==> config.mk <==
export PLATFORM = sky130hd
export DESIGN_NAME = bounded_list_with_value_delete
export DESIGN_NICKNAME = d
export VERILOG_FILES = /design/src/rtl/blvd_pkg.sv /design/src/rtl/blvd_cell.sv /design/src/rtl/bounded_list_with_value_delete.sv
export SDC_FILE = /design/constraint.sdc
export NUM_CORES = 2
export LEC_CHECK = 0
export BUFFER_PORTS_ARGS = -buffer_cell sky130_fd_sc_hd__buf_4
export CORE_MARGIN = 8
export CORE_UTILIZATION = 30
export DETAILED_ROUTE_END_ITERATION = 8
export PLACE_DENSITY = 0.47
export SETUP_SLACK_MARGIN = 0.3
export SLEW_MARGIN = 20
export SYNTH_ARGS = -nofsm -noshare
export SYNTH_HDL_FRONTEND = slang
export SYNTH_SLANG_ARGS = --single-unit
==> constraint.sdc <==
create_clock -name clk_i -period 5.7 [get_ports clk_i]
set_clock_uncertainty 0.15 [all_clocks]
set_input_delay 0.855 -clock clk_i [delete_from_list [all_inputs] [get_ports clk_i]]
set_output_delay 0.855 -clock clk_i [all_outputs]
set_load 0.05 [all_outputs]
==> src/rtl/blvd_pkg.sv <==
// Shared operation codes, control struct and widths for the bounded list.
package blvd_pkg;

  localparam int unsigned DataW  = 32;
  localparam int unsigned KindW  = 3;
  localparam int unsigned CountW = 5;

  typedef enum logic [KindW-1:0] {
    KindInsFront = 3'd0,
    KindInsBack  = 3'd1,
    KindDelFront = 3'd2,
    KindDelBack  = 3'd3,
    KindDelValue = 3'd4
  } kind_e;

  // Per-cycle command broadcast to every cell, already qualified by the handshake.
  typedef struct packed {
    logic ins_front;
    logic ins_back;
    logic del_front;
    logic del_value;
  } cell_ctrl_t;

endpackage

==> src/rtl/blvd_cell.sv <==
// One list position: holds an entry, compares it, and shifts with its neighbours.
module blvd_cell import blvd_pkg::*; #(
  parameter int unsigned Idx  = 0,
  parameter int unsigned CntW = 5
) (
  input  logic             clk_i,
  input  cell_ctrl_t       ctrl_i,
  input  logic [CntW-1:0]  count_i,
  input  logic [DataW-1:0] value_i,
  input  logic [DataW-1:0] left_i,
  input  logic [DataW-1:0] right_i,
  input  logic             found_i,
  output logic             found_o,
  output logic [DataW-1:0] data_o
);

  localparam logic [CntW-1:0] IdxC = CntW'(Idx);

  logic [DataW-1:0] data_q, data_d;
  logic             occ;
  logic             match;

  assign occ     = IdxC < count_i;
  assign match   = occ && (data_q == value_i);
  // first match at or before this cell: this cell and all behind it close the gap
  assign found_o = found_i | match;
  assign data_o  = data_q;

  always_comb begin
    data_d = data_q;
    if (ctrl_i.ins_front) begin
      data_d = left_i;
    end else if (ctrl_i.ins_back && (IdxC == count_i)) begin
      data_d = value_i;
    end else if (ctrl_i.del_front || (ctrl_i.del_value && found_o)) begin
      data_d = right_i;
    end
  end

  always_ff @(posedge clk_i) begin
    data_q <= data_d;
  end

endmodule

==> src/rtl/bounded_list_with_value_delete.sv <==
// A result word appears in the cycle after its input word is accepted.
// One operation per cycle while results are taken; all cells compare and shift
// in parallel; the first-match flag ripples along all cells within the cycle.
// The output register frees the input side whenever it is empty or being taken.
// Reset clears the entry count and the output valid; entry data is not reset.
module bounded_list_with_value_delete import blvd_pkg::*; #(
  parameter int unsigned DEPTH = 16
) (
  input  logic              clk_i,
  input  logic              rst_ni,
  input  logic              in_valid_i,
  output logic              in_ready_o,
  input  logic [KindW-1:0]  kind_i,
  input  logic signed [DataW-1:0] value_i,
  output logic              out_valid_o,
  input  logic              out_ready_i,
  output logic [CountW-1:0] entry_count_o,
  output logic              is_empty_o,
  output logic              took_effect_o,
  output logic              overflow_o
);

  localparam int unsigned CntW = $clog2(DEPTH + 1);
  localparam logic [CntW-1:0] DepthC = CntW'(DEPTH);

  logic [CntW-1:0]  count_q, count_d;
  logic             out_valid_q;
  logic [CountW-1:0] entry_count_q;
  logic             is_empty_q, took_q, ovf_q;
  logic             took_d, ovf_d;
  logic             accept;
  logic             full, empty, found_any;
  cell_ctrl_t       ctrl;
  logic [DataW-1:0] cell_data [DEPTH];
  logic [DEPTH:0]   found;
  logic [CntW+CountW-1:0] cnt_ext;

  assign in_ready_o = !out_valid_q || out_ready_i;
  assign accept     = in_valid_i && in_ready_o;
  assign full       = count_q == DepthC;
  assign empty      = count_q == '0;
  assign found[0]   = 1'b0;
  assign found_any  = found[DEPTH];

  always_comb begin
    ctrl   = '0;
    took_d = 1'b0;
    ovf_d  = 1'b0;
    count_d = count_q;
    case (kind_i)
      KindInsFront: begin
        ovf_d  = full;
        took_d = !full;
        ctrl.ins_front = accept && !full;
      end
      KindInsBack: begin
        ovf_d  = full;
        took_d = !full;
        ctrl.ins_back = accept && !full;
      end
      KindDelFront: begin
        took_d = !empty;
        ctrl.del_front = accept && !empty;
      end
      KindDelBack: begin
        took_d = !empty;
      end
      KindDelValue: begin
        took_d = found_any;
        ctrl.del_value = accept;
      end
      default: begin
        took_d = 1'b0;
      end
    endcase
    if (took_d) begin
      if ((kind_i == KindInsFront) || (kind_i == KindInsBack)) begin
        count_d = count_q + CntW'(1);
      end else begin
        count_d = count_q - CntW'(1);
      end
    end
  end

  assign cnt_ext = {{CountW{1'b0}}, count_d};

  for (genvar g = 0; g < DEPTH; g++) begin : g_cell
    logic [DataW-1:0] left_w, right_w;
    if (g == 0) begin : g_head
      assign left_w = value_i;
    end else begin : g_mid
      assign left_w = cell_data[g-1];
    end
    if (g == DEPTH - 1) begin : g_tail
      assign right_w = cell_data[g];
    end else begin : g_body
      assign right_w = cell_data[g+1];
    end
    blvd_cell #(.Idx(g), .CntW(CntW)) u_cell (
      .clk_i   (clk_i),
      .ctrl_i  (ctrl),
      .count_i (count_q),
      .value_i (value_i),
      .left_i  (left_w),
      .right_i (right_w),
      .found_i (found[g]),
      .found_o (found[g+1]),
      .data_o  (cell_data[g])
    );
  end

  always_ff @(posedge clk_i or negedge rst_ni) begin
    if (!rst_ni) begin
      count_q     <= '0;
      out_valid_q <= 1'b0;
    end else begin
      if (accept) begin
        count_q     <= count_d;
        out_valid_q <= 1'b1;
      end else if (out_ready_i) begin
        out_valid_q <= 1'b0;
      end
    end
  end

  // hold the result word until taken
  always_ff @(posedge clk_i) begin
    if (accept) begin
      entry_count_q <= cnt_ext[CountW-1:0];
      is_empty_q    <= count_d == '0;
      took_q        <= took_d && accept;
      ovf_q         <= ovf_d;
    end
  end

  assign out_valid_o   = out_valid_q;
  assign entry_count_o = entry_count_q;
  assign is_empty_o    = is_empty_q;
  assign took_effect_o = took_q;
  assign overflow_o    = ovf_q;

endmodule

==> summary.md <==
| Metric | Value |
|---|---|
| Status | `complete, no violations` |
| Clock group share of total power | `0.416` |
| First-pass GRT wire length | `196000 um` |
| Core area | `0.112 mm^2` |
| Design Power | `about 0.011 W` |
| End point of the critical path | `g_cell[14].u_cell.data_o[13]` |
| DRC violations left | `0` |
| Busiest grt layer | `met1` |
| Part of the power in combinational logic | `0.154` |
| Synth top area cells | `edfxtp_1 (46%), mux2i_1 (13%), xnor2_1 (7.3%), o21ai_0 (6.8%), xor2_1 (6.0%)` |
| Synth Instances | `about 3.3k` |
| Starting Density | `0.302` |
| Slew of the pin with the lowest slew margin | `approximately 1000 ps` |
| Net Switching | `0.00321 W` |
| Delay of the slowest cell on the worst path | `a little under 700 ps` |
| Max cap viols | `0` |
| Setup CP Type | `primary input to flip-flop` |
| Worst path required time | `5920 ps` |
| Top_reg_cell synth | `edfxtp_1` |
| Fillcell total | `~11k` |
| ANT nets after route | `0` |
| DRT Pass-1 Iters | `7` |
| Fin. Hold Viols | `0` |
| Worst R2R Path Depth | `11` |
| Synthesis Warnings | `0` |
| Die ar. | `between 0.1 and 0.15 mm^2` |
| Final net count | `around 3.3k` |
| Post-synth top area share | `0.461` |
| CTS tree | `yes` |
| WP data arrival | `about 4800 ps` |
| Post-route setup TNS | `0 ps` |
| Grt total ovfl | `0` |
| Internal power | `just under 0.008 W` |
| Row Count | `123` |
| Reg area | `between 0.015 and 0.02 mm^2` |
| Largest net degree at the start of global routing | `between 150 and 200` |
| Syn_nets | `about 3.3k` |
| CTS buffer count | `70` |
| Clock Path Buffers | `3` |
| DR iter-0 viols | `3122` |
| Skew-Pair Late Insertion Delay | `approximately 630 ps` |
| Worst reg2reg path startpoint | `count_q[3]` |
| Vias | `between 20k and 30k` |
| Routed wire length | `139000 um` |
| Max Slew Vio Count | `0` |
| Setup slack, reg-to-reg | `around 1200 ps` |
| Critical Path Start | `value_i[23]` |
| Fin crit period | `4560 ps` |
| Post-synthesis sequential area ratio | `0.465` |
| Mapped Area | `0.0339 mm^2` |
| Setup Viol. Count Final | `0` |
| Tcrit/Tclk final | `0.800` |
| Synth area leader | `edfxtp_1` |
| Post-DP HPWL | `103000 um` |
| Initial antenna violation count | `0` |
| Vias in the first global route | `25.3k` |
| Syn_area_per_cell | `10.3 um^2` |
| Met1 usage | `0.323` |
| CTS root buffer | `clkbuf_16` |
| Power Dens Cells | `about 290 mW/mm^2` |
| Slew Limit Headroom | `0.328` |
| Commonest non-fill, non-tap cell in the layout | `edfxtp_1` |
| Worst-path cell chain | `buf_4 -> clkinv_1 -> o22ai_1 -> a2111oi_0 -> and4b_1 -> nor4b_1 -> buf_4 -> nand2_1 -> nor2_1 -> a31o_2 -> nand3_2 -> buf_12` |
| Setup bufs post-CTS | `0` |
| RSZ-0062 raised after global routing | `no` |
| Port Buffers | `between 40 and 50` |
| Min-delay worst type | `primary input to flip-flop` |
| Max H-tree Level | `3` |
| Vias per inst | `approximately 5.5` |
| Sequential share of power | `0.430` |
| Die X | `352 um` |
| Gr usage total | `0.214` |
| Worst path most repeated cell | `buf_4` |
| WL/cell | `~30 um` |
| Setup crit start kind | `primary input` |
| Endpoint type of the worst setup path | `flip-flop` |
| Worst path slowest cell | `nor4b_1` |
| Distinct cells, synth | `63` |
| Most frequent cells in the layout | `edfxtp_1 (520), nand2_1 (494), o21ai_0 (458)` |
| Ys async rst share | `0.0114` |
| Met3 Track Usage GR | `0.0315` |
| Static leakage | `roughly 13 nW` |
| Peak supply drop | `approximately 160 uV` |
| Die height | `around 350 um` |
| Crit Path Max Fanout | `25` |
| Share of layout cells above drive strength 1 | `0.105` |
| Area delta synth->final | `12.8%` |
| Global placement routability congestion | `~0.9` |
| Clock sink count | `~530` |
| Switching Share | `0.293` |
| Area of the multi-input gates | `~0.017 mm^2` |
| I/O pin count | `49` |
| Grt met2 use | `0.312` |
| Clock-pin slew on the worst setup and hold paths | `roughly 50 ps` |
| Number of diodes | `0` |
| Fmax | `around 0.22 GHz` |
| Reg-to-Reg End | `g_cell[14].u_cell.data_o[13]` |
| #FFs+latches synth | `about 530` |
| EDFF count, synth | `520` |
## critical path, delay by kind of cell
family,cells,cell delay (ps)
AOI/OAI and AO/OA,3,670
and+or+nand+nor,5,1600
buffers and inverters,4,1610
## area by class of cell
class                      count  area share
inverter                      13     0.00128
timing repair buffer         153      0.0347
sequential                   526       0.413
tap                         1500      0.0491
clock buffer                  91      0.0498
clock inverter                29     0.00969
multi-input combinational   2467       0.443
## stage by stage
step	cell area (um^2)	std cells	hold slack [ps]	utilization	worst slack (ps)
after global routing	38200	4779	286	0.341	1070
after global placement	35900	4658	373	0.320	718
after floorplan	33900	3301	394	-	365
final	38200	4779	286	0.341	1140
after detailed placement	35900	4658	377	0.320	687
after CTS	38200	4779	255	0.341	1170
## state kept, by name, summed over array words and instances (netlist names)
signal                flops
g_cell.u_cell.data_o    512
count_q                   5
entry_count_o             5
is_empty_o                1
out_valid_o               1
overflow_o                1
took_effect_o             1
## per-layer routing
metal,up-vias,wire (um),share of wire
met5,-,0,0
met4,0,4310,0.031
met3,177,10400,0.075
met2,1164,58700,0.42
met1,13100,66000,0.47
li1,11800,-,-
## logic make-up after synthesis
family,count (synthesis),share of synthesized area
and+or+nand+nor,933,0.133
xor gates and xnor gates,515,0.133
buffers and inverters,308,0.0383
DFF,526,0.465
adders and majority gates,5,0.00185
muxes,496,0.149
AOI/OAI and AO/OA,518,0.0799
## worst min path at each step
stage	start	to	slack (ps)	cells past startpoint
finish	in_valid_i	out_valid_o	290	2
global route	in_valid_i	out_valid_o	290	2
CTS	in_valid_i	out_valid_o	260	2
detailed placement	out_valid_o	out_valid_o	380	2
global placement	out_valid_o	out_valid_o	370	2
floorplan	g_cell[0].u_cell.data_o[0]	g_cell[1].u_cell.data_o[0]	390	2
## cell usage after synthesis (3+ instances only)
master      n
edfxtp_1  520
xor2_1    232
nor2_1     57
mux2i_1   435
nor4_1     91
buf_1      11
a21o_1      3
dfrtp_1     6
ha_1        5
or4_1      14
and3_1      7
nor4b_1    14
and4_1      3
o21ai_0   462
nand4b_1   11
buf_2     104
o31ai_1     3
inv_1      11
xnor2_1   283
nand2b_1    7
nor4bb_1    4
nand3_1    32
nand2_1   501
nand4_1   118
or3_1       7
mux2_2     61
nor3_1     35
a21oi_1    24
clkbuf_1  178
and2_1     10
nor2b_1    10
## power groups by stage
stage,logic (W),registers [W],clock network (W)
finish,0.00169,0.00470,0.00455
CTS,0.00167,0.00469,0.00462
floorplan,0.000978,0.00469,0
detailed placement,0.00167,0.00477,0
global placement,0.00167,0.00477,0
global route,0.00178,0.00471,0.00476
## what timing repair did
item	CTS	global route
hold buffers	1	0
endpoints found under the hold margin	6	0
gates resized for setup	0	0
Note: power is estimated with default switching activity, not from simulation.
